**src/design/assert_macros.svh**
```systemverilog
// Assertion macros for the request head parser, used by hrhp_queue.
// No dependencies.
`ifndef ASSERT_MACROS_SVH
`define ASSERT_MACROS_SVH
// Checks that prop holds at every rising clock edge outside reset.
`define ASSERT_CLK(label, clk, rst_n, prop, msg) \
  label: assert property (@(posedge clk) disable iff (!rst_n) (prop)) else $error(msg);
`endif

```
**src/design/hrhp_pkg.sv**
```systemverilog
// Package for the HTTP request head parser: types, constants, event codes.
// No dependencies.
`timescale 1ns / 1ps
package hrhp_pkg;

  localparam int unsigned MaxRequestBytes = 65536;
  localparam logic [16:0] OffsetLimit =
    (MaxRequestBytes < 65536) ? 17'(MaxRequestBytes) : 17'd65536;

  localparam int unsigned QueueDepth = 4;
  localparam int unsigned QueuePtrW  = 2;

  typedef enum logic [1:0] {
    EV_LINE_OK = 2'd0,
    EV_HEADER  = 2'd1,
    EV_END     = 2'd2,
    EV_BAD     = 2'd3
  } event_kind_e;

  typedef enum logic [3:0] {
    PH_M0, PH_METHOD, PH_SP1, PH_URI, PH_SP2, PH_VER, PH_SP3,
    PH_HSTART, PH_HNAME, PH_HSP, PH_HVAL, PH_BODY
  } phase_e;

  // One result as it travels through the queue.
  typedef struct packed {
    event_kind_e kind;
    logic [2:0]  method_code;
    logic        version_code;
    logic [15:0] first_start;
    logic [15:0] first_length;
    logic [15:0] second_start;
    logic [15:0] second_length;
    logic [1:0]  phase_reached;
    logic        run_last;
  } result_t;

  // What one byte produces: up to two results.
  typedef struct packed {
    logic    valid;
    logic    two;
    result_t r0;
    result_t r1;
  } byte_out_t;

  function automatic logic [7:0] meth_char(input logic [2:0] m, input logic [2:0] p);
    logic [7:0] s [7][7];
    s[0] = '{"G","E","T",8'h0,8'h0,8'h0,8'h0};
    s[1] = '{"P","O","S","T",8'h0,8'h0,8'h0};
    s[2] = '{"P","U","T",8'h0,8'h0,8'h0,8'h0};
    s[3] = '{"P","A","T","C","H",8'h0,8'h0};
    s[4] = '{"D","E","L","E","T","E",8'h0};
    s[5] = '{"H","E","A","D",8'h0,8'h0,8'h0};
    s[6] = '{"O","P","T","I","O","N","S"};
    return s[m][p];
  endfunction

  function automatic logic [2:0] meth_len(input logic [2:0] m);
    case (m)
      3'd0: return 3'd3;
      3'd1: return 3'd4;
      3'd2: return 3'd3;
      3'd3: return 3'd5;
      3'd4: return 3'd6;
      3'd5: return 3'd4;
      default: return 3'd7;
    endcase
  endfunction

  function automatic logic [7:0] ver_char(input logic [2:0] p);
    case (p)
      3'd0: return "H";
      3'd1: return "T";
      3'd2: return "T";
      3'd3: return "P";
      3'd4: return "/";
      3'd5: return "1";
      default: return ".";
    endcase
  endfunction

endpackage

```
**src/design/hrhp_front.sv**
```systemverilog
// Front part: per-byte phase tracking and classification into results.
// Depends on hrhp_pkg.
`timescale 1ns / 1ps
module hrhp_front (
  input  logic                clk_i,
  input  logic                rst_ni,
  input  logic                take_i,
  input  logic [7:0]          data_byte_i,
  input  logic                final_byte_i,
  output hrhp_pkg::byte_out_t out_o
);

  hrhp_pkg::phase_e phase_q, phase_d;
  logic        cr_q, cr_d, disc_q, disc_d, inw_q, inw_d;
  logic [16:0] off_q, off_d;
  logic [6:0]  mc_q, mc_d;
  logic [2:0]  mp_q, mp_d;
  logic [1:0]  vc_q, vc_d;
  logic [3:0]  vp_q, vp_d;
  logic [15:0] ub_q, ub_d, us_q, us_d, nb_q, nb_d, nf_q, nf_d, vb_q, vb_d, wf_q, wf_d;

  logic [15:0] off16;
  logic        pr, bad;
  logic        emit_a;
  hrhp_pkg::result_t ra, re, rb;
  logic [2:0]  msel;
  logic        mfound;
  logic [1:0]  ph2;

  always_comb begin
    off16 = off_q[15:0];
    pr    = (data_byte_i > 8'h20) && (data_byte_i != 8'h7F);
    msel  = 3'd0;
    mfound = 1'b0;
    for (int i = 6; i >= 0; i--) begin
      if (mc_q[i] && mp_q >= hrhp_pkg::meth_len(3'(i))) begin
        msel = 3'(i);
        mfound = 1'b1;
      end
    end
  end

  always_comb begin
    phase_d = phase_q; cr_d = cr_q; disc_d = disc_q; inw_d = inw_q;
    off_d = off_q; mc_d = mc_q; mp_d = mp_q; vc_d = vc_q; vp_d = vp_q;
    ub_d = ub_q; us_d = us_q; nb_d = nb_q; nf_d = nf_q; vb_d = vb_q; wf_d = wf_q;
    bad = 1'b0; emit_a = 1'b0;
    ra = '0; rb = '0; re = '0;
    rb.kind = hrhp_pkg::EV_BAD;
    if (!disc_q) begin
      if (off_q >= hrhp_pkg::OffsetLimit) begin
        bad = 1'b1;
      end else if (cr_q) begin
        cr_d = 1'b0;
        if (data_byte_i != 8'h0A) begin
          bad = 1'b1;
        end else if (phase_q == hrhp_pkg::PH_VER || phase_q == hrhp_pkg::PH_SP3) begin
          if (!mfound || vp_q < 4'd8 || vc_q == 2'b00) begin
            bad = 1'b1;
          end else begin
            emit_a = 1'b1;
            ra.kind = hrhp_pkg::EV_LINE_OK;
            ra.method_code = msel;
            ra.version_code = ~vc_q[0];
            ra.first_start = ub_q;
            ra.first_length = us_q;
            phase_d = hrhp_pkg::PH_HSTART;
          end
        end else if (phase_q == hrhp_pkg::PH_HSTART) begin
          phase_d = hrhp_pkg::PH_BODY;
        end else if (phase_q == hrhp_pkg::PH_HVAL) begin
          emit_a = 1'b1;
          ra.kind = hrhp_pkg::EV_HEADER;
          ra.first_start = nb_q;
          ra.first_length = nf_q - nb_q;
          ra.second_start = vb_q;
          ra.second_length = wf_q - vb_q;
          phase_d = hrhp_pkg::PH_HSTART;
        end else begin
          bad = 1'b1;
        end
      end else begin
        case (phase_q)
          hrhp_pkg::PH_M0, hrhp_pkg::PH_METHOD: begin
            if (pr) begin
              for (int i = 0; i < 7; i++) begin
                if (mp_q < hrhp_pkg::meth_len(3'(i)) &&
                    data_byte_i != hrhp_pkg::meth_char(3'(i), mp_q)) begin
                  mc_d[i] = 1'b0;
                end
              end
              if (mp_q < 3'd7) mp_d = mp_q + 3'd1;
              phase_d = hrhp_pkg::PH_METHOD;
            end else if (phase_q == hrhp_pkg::PH_METHOD && data_byte_i == 8'h20) begin
              phase_d = hrhp_pkg::PH_SP1;
            end else begin
              bad = 1'b1;
            end
          end
          hrhp_pkg::PH_SP1: begin
            if (pr) begin
              ub_d = off16;
              if (data_byte_i != "/") mc_d = '0;
              phase_d = hrhp_pkg::PH_URI;
            end else if (data_byte_i != 8'h20) bad = 1'b1;
          end
          hrhp_pkg::PH_URI: begin
            if (data_byte_i == 8'h20) begin
              us_d = off16 - ub_q;
              phase_d = hrhp_pkg::PH_SP2;
            end else if (!pr) bad = 1'b1;
          end
          hrhp_pkg::PH_SP2, hrhp_pkg::PH_VER: begin
            if (pr) begin
              if (vp_q < 4'd8) begin
                if (data_byte_i != ((vp_q == 4'd7) ? "0" : hrhp_pkg::ver_char(vp_q[2:0])))
                  vc_d[0] = 1'b0;
                if (data_byte_i != ((vp_q == 4'd7) ? "1" : hrhp_pkg::ver_char(vp_q[2:0])))
                  vc_d[1] = 1'b0;
                vp_d = vp_q + 4'd1;
              end
              phase_d = hrhp_pkg::PH_VER;
            end else if (data_byte_i == 8'h20) begin
              phase_d = (phase_q == hrhp_pkg::PH_VER) ? hrhp_pkg::PH_SP3 : phase_q;
            end else if (phase_q == hrhp_pkg::PH_VER && data_byte_i == 8'h0D) begin
              cr_d = 1'b1;
            end else bad = 1'b1;
          end
          hrhp_pkg::PH_SP3: begin
            if (data_byte_i == 8'h0D) cr_d = 1'b1;
            else if (data_byte_i != 8'h20) bad = 1'b1;
          end
          hrhp_pkg::PH_HSTART: begin
            if (pr) begin
              nb_d = off16;
              phase_d = hrhp_pkg::PH_HNAME;
            end else if (data_byte_i == 8'h0D) cr_d = 1'b1;
            else bad = 1'b1;
          end
          hrhp_pkg::PH_HNAME: begin
            if (data_byte_i == ":") begin
              nf_d = off16;
              phase_d = hrhp_pkg::PH_HSP;
            end else if (!pr) bad = 1'b1;
          end
          hrhp_pkg::PH_HSP: begin
            if (pr) begin
              vb_d = off16;
              inw_d = 1'b1;
              phase_d = hrhp_pkg::PH_HVAL;
            end else if (data_byte_i != 8'h20) bad = 1'b1;
          end
          hrhp_pkg::PH_HVAL: begin
            if (data_byte_i == 8'h20) begin
              if (inw_q) begin
                wf_d = off16;
                inw_d = 1'b0;
              end
            end else if (pr) inw_d = 1'b1;
            else if (data_byte_i == 8'h0D) begin
              if (inw_q) wf_d = off16;
              cr_d = 1'b1;
            end else bad = 1'b1;
          end
          hrhp_pkg::PH_BODY: ;
          default: bad = 1'b1;
        endcase
      end
    end
    if (bad) begin
      disc_d = 1'b1;
      cr_d = 1'b0;
      emit_a = 1'b1;
      ra = rb;
    end
    if (off_q < hrhp_pkg::OffsetLimit) off_d = off_q + 17'd1;

    // Done event: a pending CR at the last byte is itself malformed.
    if (phase_d <= hrhp_pkg::PH_SP3) ph2 = 2'd0;
    else if (phase_d == hrhp_pkg::PH_BODY) ph2 = 2'd2;
    else ph2 = 2'd1;
    re.kind = hrhp_pkg::EV_END;
    re.phase_reached = ph2;
    re.run_last = 1'b1;

    out_o = '0;
    if (final_byte_i) begin
      out_o.valid = 1'b1;
      if (emit_a) begin
        out_o.two = 1'b1;
        out_o.r0 = ra;
        out_o.r1 = re;
      end else if (!disc_d && cr_d) begin
        out_o.two = 1'b1;
        out_o.r0 = rb;
        out_o.r1 = re;
      end else begin
        out_o.r0 = re;
      end
      phase_d = hrhp_pkg::PH_M0; cr_d = 1'b0; disc_d = 1'b0; inw_d = 1'b0;
      off_d = '0; mc_d = '1; mp_d = '0; vc_d = '1; vp_d = '0;
      ub_d = '0; us_d = '0; nb_d = '0; nf_d = '0; vb_d = '0; wf_d = '0;
    end else if (emit_a) begin
      out_o.valid = 1'b1;
      out_o.r0 = ra;
      out_o.r0.run_last = 1'b1;
    end
  end

  always_ff @(posedge clk_i or negedge rst_ni) begin
    if (!rst_ni) begin
      phase_q <= hrhp_pkg::PH_M0;
      cr_q <= 1'b0; disc_q <= 1'b0; inw_q <= 1'b0;
      off_q <= '0; mc_q <= '1; mp_q <= '0; vc_q <= '1; vp_q <= '0;
      ub_q <= '0; us_q <= '0; nb_q <= '0; nf_q <= '0; vb_q <= '0; wf_q <= '0;
    end else if (take_i) begin
      phase_q <= phase_d; cr_q <= cr_d; disc_q <= disc_d; inw_q <= inw_d;
      off_q <= off_d; mc_q <= mc_d; mp_q <= mp_d; vc_q <= vc_d; vp_q <= vp_d;
      ub_q <= ub_d; us_q <= us_d; nb_q <= nb_d; nf_q <= nf_d; vb_q <= vb_d; wf_q <= wf_d;
    end
  end

endmodule

```
**src/design/hrhp_queue.sv**
```systemverilog
// Back part: queue of QueueDepth results, one out per cycle while ready_i.
// Depends on hrhp_pkg and assert_macros.svh.
`timescale 1ns / 1ps
`include "assert_macros.svh"
module hrhp_queue (
  input  logic                clk_i,
  input  logic                rst_ni,
  input  logic                push_i,
  input  hrhp_pkg::byte_out_t in_i,
  output logic                room_o,
  output logic                valid_o,
  input  logic                ready_i,
  output hrhp_pkg::result_t   res_o
);

  hrhp_pkg::result_t mem_q [hrhp_pkg::QueueDepth];
  logic [hrhp_pkg::QueuePtrW-1:0] wp_q, rp_q;
  logic [hrhp_pkg::QueuePtrW:0]   cnt_q, cnt_d;
  logic pop;
  logic [1:0] npush;

  assign room_o  = cnt_q <= 3'(hrhp_pkg::QueueDepth - 2);
  assign valid_o = cnt_q != '0;
  assign res_o   = mem_q[rp_q];
  assign pop     = valid_o && ready_i;
  assign npush   = (push_i && in_i.valid) ? (in_i.two ? 2'd2 : 2'd1) : 2'd0;
  assign cnt_d   = cnt_q + 3'(npush) - 3'(pop);

  always_ff @(posedge clk_i) begin
    if (npush != 2'd0) mem_q[wp_q] <= in_i.r0;
    if (npush == 2'd2) mem_q[wp_q + 2'd1] <= in_i.r1;
  end

  always_ff @(posedge clk_i or negedge rst_ni) begin
    if (!rst_ni) begin
      wp_q <= '0; rp_q <= '0; cnt_q <= '0;
    end else begin
      wp_q  <= wp_q + npush;
      rp_q  <= rp_q + 2'(pop);
      cnt_q <= cnt_d;
    end
  end

  `ASSERT_CLK(a_no_overflow, clk_i, rst_ni, cnt_q <= 3'(hrhp_pkg::QueueDepth), "queue overflow")
  `ASSERT_CLK(a_push_room, clk_i, rst_ni, !(npush != 2'd0 && !room_o), "push without room")
  `ASSERT_CLK(a_cnt_track, clk_i, rst_ni, (pop && npush == 2'd0) |=> cnt_q == $past(cnt_q) - 3'd1,
    "count mismatch")

endmodule

```
**src/design/http_request_head_parser.sv**
```systemverilog
// HTTP request head parser, top level: front classifier plus result queue.
// Depends on hrhp_pkg, hrhp_front, hrhp_queue.
`timescale 1ns / 1ps
// Usage:
//   Input channel: one request byte per transfer (data_byte_i, final_byte_i)
//   under valid_i/ready_o. final_byte_i marks the last byte of an HTTP request.
//   Output channel: one result per transfer under valid_o/ready_i; a byte
//   gives zero, one or two results, run_last_o set on the last of them.
// Throughput: one byte per cycle while the four-entry result queue has room
//   for two more results; a stalled receiver only stops input once the
//   queue holds more than two results.
// Results are formed combinationally from each byte and registered in the queue.
// Reset: clears parse state and empties the queue; the block then waits
//   for the first method byte of a new request. After the last byte of a
//   request the parser returns to that same state by itself.
// Malformed input: one bad request result, then bytes are dropped up to
//   the final byte, which still gives the request end result.
module http_request_head_parser (
  input  logic        clk_i,
  input  logic        rst_ni,
  input  logic        valid_i,
  output logic        ready_o,
  input  logic [7:0]  data_byte_i,
  input  logic        final_byte_i,
  output logic        valid_o,
  input  logic        ready_i,
  output logic [1:0]  event_kind_o,
  output logic [2:0]  method_code_o,
  output logic        version_code_o,
  output logic [15:0] first_start_o,
  output logic [15:0] first_length_o,
  output logic [15:0] second_start_o,
  output logic [15:0] second_length_o,
  output logic [1:0]  phase_reached_o,
  output logic        run_last_o
);

  hrhp_pkg::byte_out_t fr;
  hrhp_pkg::result_t   res;
  logic take, room;

  assign ready_o = room;
  assign take    = valid_i && room;

  hrhp_front u_front (
    .clk_i, .rst_ni, .take_i(take), .data_byte_i, .final_byte_i, .out_o(fr)
  );

  hrhp_queue u_queue (
    .clk_i, .rst_ni, .push_i(take), .in_i(fr), .room_o(room),
    .valid_o, .ready_i, .res_o(res)
  );

  assign event_kind_o    = res.kind;
  assign method_code_o   = res.method_code;
  assign version_code_o  = res.version_code;
  assign first_start_o   = res.first_start;
  assign first_length_o  = res.first_length;
  assign second_start_o  = res.second_start;
  assign second_length_o = res.second_length;
  assign phase_reached_o = res.phase_reached;
  assign run_last_o      = res.run_last;

endmodule
```
**config.mk**
```make
export PLATFORM = sky130hd
export DESIGN_NAME = http_request_head_parser
export DESIGN_NICKNAME = d
export VERILOG_FILES = /design/src/design/hrhp_pkg.sv /design/src/design/hrhp_front.sv /design/src/design/hrhp_queue.sv /design/src/design/http_request_head_parser.sv
export VERILOG_INCLUDE_DIRS = /design/src /design/src/design
export SDC_FILE = /design/constraint.sdc
export NUM_CORES = 1
export LEC_CHECK = 0
export BUFFER_PORTS_ARGS = -buffer_cell sky130_fd_sc_hd__buf_2
export CAP_MARGIN = 20
export CORE_MARGIN = 5
export CORE_UTILIZATION = 60
export CTS_BUF_LIST = sky130_fd_sc_hd__clkbuf_2
export CTS_CLUSTER_SIZE = 28
export DETAILED_ROUTE_END_ITERATION = 10
export PLACE_DENSITY = 0.78
export SLEW_MARGIN = 25
export SYNTH_ARGS = -nofsm -noshare
export SYNTH_HDL_FRONTEND = slang
export SYNTH_SLANG_ARGS = --single-unit
export TNS_END_PERCENT = 10
```
**constraint.sdc**
```tcl
create_clock -name clk_i -period 4.11 [get_ports clk_i]
set_input_delay 0.2055 -clock clk_i [delete_from_list [all_inputs] [get_ports clk_i]]
set_output_delay 0.2055 -clock clk_i [all_outputs]
set_load 0.01 [all_outputs]
```
## Word-level counts from Yosys, hierarchy flattened

Memories as Yosys holds them, arrays and structs flattened.
Index checks and enable logic that the tools add are counted.

- Bits in registers: 143
- Bits in writable memories: 292
- ROM bits: 448
- Input port bits: 13
- Output and inout port bits: 75
- Memories kept: 8

- $add $sub $neg: 11
- Magnitude comparators: 18
- Eq/ne operators: 49
- Multiplexer cells: 244
- Bitwise operators: 2
- Reduce and logical (&&, ||, !) cells: 73

Memories:

| name | depth | bits a word | rd ports | clocked after Yosys merged registers in | write ports | line | RTL |
|---|---|---|---|---|---|---|---|
| u_queue.mem_q | 4 | 73 | 1 | 0 | 2 | hrhp_queue.sv:16 | `hrhp_pkg::result_t mem_q [hrhp_pkg::QueueDepth];` |
| (name not given) | 8 | 8 | 1 | 0 | 0 | hrhp_pkg.sv:55 | `return s[m][p];` |
| (name not given) | 8 | 8 | 1 | 0 | 0 | hrhp_pkg.sv:55 |  |
| (name not given) | 8 | 8 | 1 | 0 | 0 | hrhp_pkg.sv:55 |  |
| (name not given) | 8 | 8 | 1 | 0 | 0 | hrhp_pkg.sv:55 |  |
| (name not given) | 8 | 8 | 1 | 0 | 0 | hrhp_pkg.sv:55 |  |
| +2 memories | -- | -- | -- | -- | -- | -- |  |

Operators with widths:

| cell | count |
|---|---|
| $mux W16 | 37 |
| $mux W73 | 5 |
| $mux W70 | 4 |
| $mux W8 | 22 |
| $mux W147 | 1 |
| $mux W64 | 2 |
| $mux W3 | 39 |
| $mux W4 | 27 |
| $mux W1 | 76 |
| $mux W72 | 1 |
| $ne A8 B8 Y1 | 9 |
| $mux W32 | 2 |
| $reduce_and A9 Y1 | 7 |
| $mux W7 | 7 |
| $sub A16 B16 Y16 | 3 |
| $mux W36 | 1 |
| $pmux W7 S5 | 1 |
| $mux W17 | 2 |
| $reduce_bool A2 Y1 | 17 |
| $ne A3 B2 Y1 const B | 10 |
| $reduce_and A6 Y1 | 5 |
| $pmux W4 S7 | 1 |
| $mux W2 | 12 |
| $logic_and A1 B1 Y1 | 21 |
| 51 further kinds | 85 |

## Logic depth before layout (Yosys ltp)

- Depth after elaboration: 29
- Gate-level depth with buffers: 16
- Mapped depth without buffers: 15

## Cells and area by module

A second synthesis with hierarchy kept.

- Cells, all modules: 2037
- Area, all modules: 24812.5 um^2

Modules (own cells, without submodules):

| module | times used | cells each | area an instance (um^2) | sequential area each (um^2) |
|---|---|---|---|---|
| hrhp_queue | 1 | 748 | 14458.9 | 8943.6 |
| hrhp_front | 1 | 1288 | 10347.4 | 3414.5 |
| http_request_head_parser | 1 | 1 | 6.3 | 0.0 |

## Worst setup path before layout

OpenSTA, ideal clock, no wires.

- Path kind: register to register
- From: reg u_front.mp_q[1]
- To: reg u_queue.cnt_q[2] in the netlist's numbering
- Arrival: 3.614 ns
- Required time: 3.987 ns
- Slack: 0.374 ns
- Stages on the path, launching flop included: 15
- Path buffers: 1
- Period minus slack after synthesis: 3.736 ns
- Path through: dfrtp_1 clkbuf_1 inv_1 ha_1 o311ai_0 a21boi_0 a31oi_1 o21ai_1 a221o_1 a21o_1 nand2_1 ha_1 fa_1 xor2_1 xnor2_1

- Longest elaborated chain between the ends: 28

RTL lines:

| what | line | RTL |
|---|---|---|
| from (decl) | hrhp_front.sv:17 | `logic [2:0] mp_q, mp_d;` |
| from (signal assigned) | hrhp_front.sv:214 | `off_q <= '0; mc_q <= '1; mp_q <= '0; vc_q <= '1; vp_q <= '0;` |
| from (signal assigned) | hrhp_front.sv:218 | `off_q <= off_d; mc_q <= mc_d; mp_q <= mp_d; vc_q <= vc_d; vp_q <= vp_d;` |
| $ge A3 B3 Y1 | hrhp_front.sv:36 | `if (mc_q[i] && mp_q >= hrhp_pkg::meth_len(3'(i))) begin` |
| $logic_and A1 B1 Y1 | hrhp_front.sv:36 |  |
| $mux W1 (6 in a row) | hrhp_front.sv:36 |  |
| $mux W1 * | hrhp_front.sv:36 |  |
| $logic_not A1 Y1 * | hrhp_front.sv:58 | `if (!mfound \|\| vp_q < 4'd8 \|\| vc_q == 2'b00) begin` |
| $logic_or A1 B1 Y1 * (2 in a row) | hrhp_front.sv:58 |  |
| $mux W1 | hrhp_front.sv:58 |  |
| $mux W1 | hrhp_front.sv:57 | `end else if (phase_q == hrhp_pkg::PH_VER \|\| phase_q == hrhp_pkg::PH_SP3) begin` |
| [... 7 more ...] | -- |  |
| $mux W1 | hrhp_front.sv:193 | `end else if (!disc_d && cr_d) begin` |
| $mux W147 | hrhp_front.sv:189 | `if (emit_a) begin` |
| $mux W1 | hrhp_front.sv:187 | `if (final_byte_i) begin` |
| $mux W2 | hrhp_queue.sv:26 | `assign npush = (push_i && in_i.valid) ? (in_i.two ? 2'd2 : 2'd1) : 2'd0;` |
| $mux W2 * | hrhp_queue.sv:26 |  |
| $add A3 B2 Y3 * | hrhp_queue.sv:27 | `assign cnt_d = cnt_q + 3'(npush) - 3'(pop);` |
| $sub A3 B1 Y3 * | hrhp_queue.sv:27 |  |
| via u_queue.cnt_d (one bit) | hrhp_queue.sv:18 | `logic [hrhp_pkg::QueuePtrW:0] cnt_q, cnt_d;` |
| to (signal assigned) | hrhp_queue.sv:40 | `cnt_q <= cnt_d;` |
| to (decl) | hrhp_queue.sv:18 |  |

The timed path passes the listed nets; every way through them passes the cells marked *.
A chain may end at the register's enable or synchronous reset.

## Final worst setup path

Same ends and word-level chain as after synthesis.

==> impl_metrics.toml <==
[outcome]
status = "completed"

[clock_network]
cts_setup_buffers = 0
insertion_delay_ns = 1.10
cts_tree = "built"
clkTransAtPathRegs_ns = 0.11
clock-sinks = 435
cts_root_buf = "clkbuf_2"
cts_buffers = 105
cts_htree_levels = 3
cts_buffer_depth = 3

[cells_and_area]
area_delta_synth_final_pct = 11.40
multi_input_area_mm2 = 0.01070
fillers = 2697
nets = 2261
final_util = 0.6789
seqCellArea_mm2 = 0.009603
layout-drive-gt1-share = 0.2109

[synth]
synth-simple-area-share = 0.1001
ys_types = 80
netlist_area_mm2 = 0.02116
synth_edf_count = 16
syn_inst = 2037
synth_area_per_cell_um2 = 10.39
ys_warn_count = 0
synth_xor_area_frac = 0.02774
ys_seq_area_frac = 0.4536
yosys_register_bits = 435
synthAdderAreaFrac = 0.04223
async_flop_share = 0.3287
synth_ff_type = "dfxtp_1"
syn_nets = 2119
synth_compound_area_frac = 0.2333
synthMuxAreaShare = 0.09918
synth_top_family_by_area = "compound AO/OA/AOI/OAI gates"

[placement]
portBuffers = 87
pre_cts_slack_ns = 0.1550
dpl.hpwl_mm = 40.36
place.gp.congestion = 0.9432

[worst_setup_path]
cp.arrival_ns = 4.72
cp.buffers_inverters = 1
cp-start-kind = "register"
cp_max_fo = 9
cpMostUsedCell = "ha_1"
slowest_stage = "dfrtp_1"
path_delay_family = "compound AO/OA/AOI/OAI gates"
worst_path_largest_cell_delay_ns = 0.50
startpoint = "u_front.mp_q[1]$_DFFE_PN0P_"
path_class = "reg -> reg"
r2r_start = "u_front.mp_q[1]$_DFFE_PN0P_"
worstPathRequired_ns = 5.09
path_cells = "inv_1 > ha_1 > o311ai_1 > a21boi_0 > a31oi_1 > o21ai_2 > a221o_1 > a21o_1 > nand2_1 > ha_1 > fa_1 > xor2_1 > xnor2_1"
end_kind = "register"

[timing]
fmax_mhz = 267.1
relSlewSlack = 0.3858
tightest_slew_ns = 0.9158
fin_setup_tns_ns = 0
final.min_clock_period_ns = 3.744
finalHoldViolations = 0
setup_slack_ns = 0.3659
finalSetupViolations = 0
period_share = 0.9110
rsz0062_at_grt = "false"
whs_ns = 0.2615
finalMaxSlewViolations = 0
worst_clock_skew_ns = 0.1519

[power_and_ir_drop]
ir_drop_mv = 0.3038
finalPower_mw = 13.29
pwr_density_cell_mw_per_mm2 = 563.9
p_leak_nw = 9.549

[grt]
grt_max_degree = 66
grt.overflow.total = 0
grt_pass1_wl_mm = 95.34
grtUsageTotal = 0.3028
grt_pass1_vias = 17600
antenna_found_initial = 1

[route]
vias_per_cell = 6.498
drt-initial-drc-count = 1667
drtAntennaViolNets = 0
vias = 17720
drt_pass1_iterations = 8
wl_mm = 59.64
wl_per_cell_um = 21.87
drc = 0

[floorplan]
dieWidth_um = 197.8
core_area_mm2 = 0.03471
rows = 68
initial_core_util = 0.6094
die_area_mm2 = 0.03912
io_pins = 88
die_h_um = 197.8

[job]
max_cap_violations = 0

[min_path]
hold_path_class = "in -> async"
-- per-stage QoR --
step                      area (um2)  std cells
final                          23570       2727
after global routing           23570       2727
after CTS                      23530       2725
after detailed placement       22240       2501
after global placement         22240       2501
after floorplan                21160       2037
-- where the power goes --
group | switching (mW) | leakage (nW) | total (mW) | internal (mW)
clock network | 1.77 | 0.772 | 2.95 | 1.18
logic | 3.03 | 4.51 | 5.13 | 2.11
registers | 0.537 | 4.27 | 5.21 | 4.67
-- synthesized netlist by cell type (7+ instances only) --
library cell / count / area share
nor3_1: 27 / 0.0064
nor2_1: 98 / 0.017
nor4_1: 7 / 0.0021
dfrtp_1: 134 / 0.16
nand2b_1: 15 / 0.0044
ha_1: 65 / 0.038
inv_1: 80 / 0.014
a22o_1: 91 / 0.038
o2bb2ai_1: 185 / 0.077
o22ai_1: 10 / 0.0030
nor2b_1: 33 / 0.0098
a21oi_1: 69 / 0.016
and3_1: 10 / 0.0030
a211oi_1: 11 / 0.0039
xor2_1: 29 / 0.012
mux4_2: 73 / 0.078
nand4_1: 12 / 0.0035
xnor2_1: 38 / 0.016
nand2_1: 170 / 0.030
dfstp_2: 9 / 0.011
buf_2: 33 / 0.0078
edfxtp_1: 16 / 0.023
o31ai_1: 8 / 0.0028
dfxtp_1: 276 / 0.26
o211ai_1: 24 / 0.0085
o21ai_0: 155 / 0.037
or3_1: 13 / 0.0038
buf_1: 10 / 0.0018
a21o_1: 11 / 0.0039
nand3_1: 23 / 0.0054
clkbuf_1: 97 / 0.017
o21a_1: 10 / 0.0035
and2_1: 9 / 0.0027
a31oi_1: 20 / 0.0059
mux2_2: 35 / 0.019
-- worst reg2reg max path: stages, from the launching register on --
cell and delay (ns):
dfrtp_1 0.50, inv_1 0.16, ha_1 0.30, o311ai_1 0.31, a21boi_0 0.29, a31oi_1 0.16
o21ai_2 0.22, a221o_1 0.31, a21o_1 0.25, nand2_1 0.13, ha_1 0.35, fa_1 0.44
xor2_1 0.16, xnor2_1 0.12
-- repair_timing --
item	in CTS	in global routing
setup endpoints to repair	0	1
resized for setup	0	2
endpoints found under the hold margin	251	0
hold buffers	25	0
-- layout make-up --
| cell class | count | share of cell area |
|---|---|---|
| Clock inverter | 38 | 0.009131 |
| Inverter | 84 | 0.01338 |
| Tap cell | 455 | 0.02416 |
| Sequential cell | 435 | 0.4075 |
| Antenna cell | 1 | 0.0001062 |
| Clock buffer | 161 | 0.03419 |
| Multi-Input combinational cell | 1372 | 0.4539 |
| Timing Repair Buffer | 181 | 0.05771 |
-- sequential cells by signal (all words and copies together), names as in the netlist --
signal and cells:
u_front.cr_q 1, u_front.disc_q 1, u_front.inw_q 1, u_front.mc_q 7, u_front.mp_q 3, u_front.nb_q 16
u_front.nf_q 16, u_front.off_q 17, u_front.phase_q 4, u_front.ub_q 16, u_front.us_q 16, u_front.vb_q 16
u_front.vc_q 2, u_front.vp_q 4, u_front.wf_q 16, u_queue.cnt_q 3, u_queue.mem_q 292, u_queue.rp_q 2
u_queue.wp_q 2
-- worst paths after layout --
check / end / slack [ns] / cells after the start
worst max-delay path: u_queue.cnt_q[2]$_DFF_PN0_ / 0.37 / 13
min in group clk_i: u_front.off_q[1]$_DFFE_PN0P_ / 0.39 / 3
worst max register to register: u_queue.cnt_q[2]$_DFF_PN0_ / 0.37 / 13
max in group asynchronous: u_front.nf_q[4]$_DFFE_PN0P_ / 3.23 / 4
worst min register to register: u_queue.mem_q[1][66]$_SDFFE_PP0P_ / 0.47 / 1
worst min-delay path: u_front.mc_q[1]$_DFFE_PN1P_ / 0.26 / 3
-- per-layer routing --
| layer | GRT usage | wire, um | share of wire | vias up |
|---|---|---|---|---|
| li1 | - | - | - | 8002 |
| met1 | 0.4237 | 25550 | 0.43 | 8736 |
| met2 | 0.4723 | 27360 | 0.46 | 826 |
| met3 | 0.05292 | 4567 | 0.077 | 157 |
| met4 | 0.1211 | 2158 | 0.036 | 0 |
| met5 | 0 | 0 | 0 | - |
-- placed cells by master (no fill, tap or decap), types with 38 or more instances in the layout --
cell type and instances:
nand2_1 167, o21ai_0 155, nor2_1 97, mux4_2 73, xnor2_1 38, a22o_1 91, o2bb2ai_1 185, clkbuf_2 161
buf_2 86, buf_4 59, ha_1 65, dfxtp_1 276, inv_1 80, dfrtp_1 132, a21oi_1 67
-- logic make-up after synthesis --
family	count (synthesis)
mux	114
xor+xnor	67
buf+inv	230
fa+ha+maj	69
simple gates	446
flops	435
compound gates	676
No activity file was read; power rests on OpenSTA's default activity.
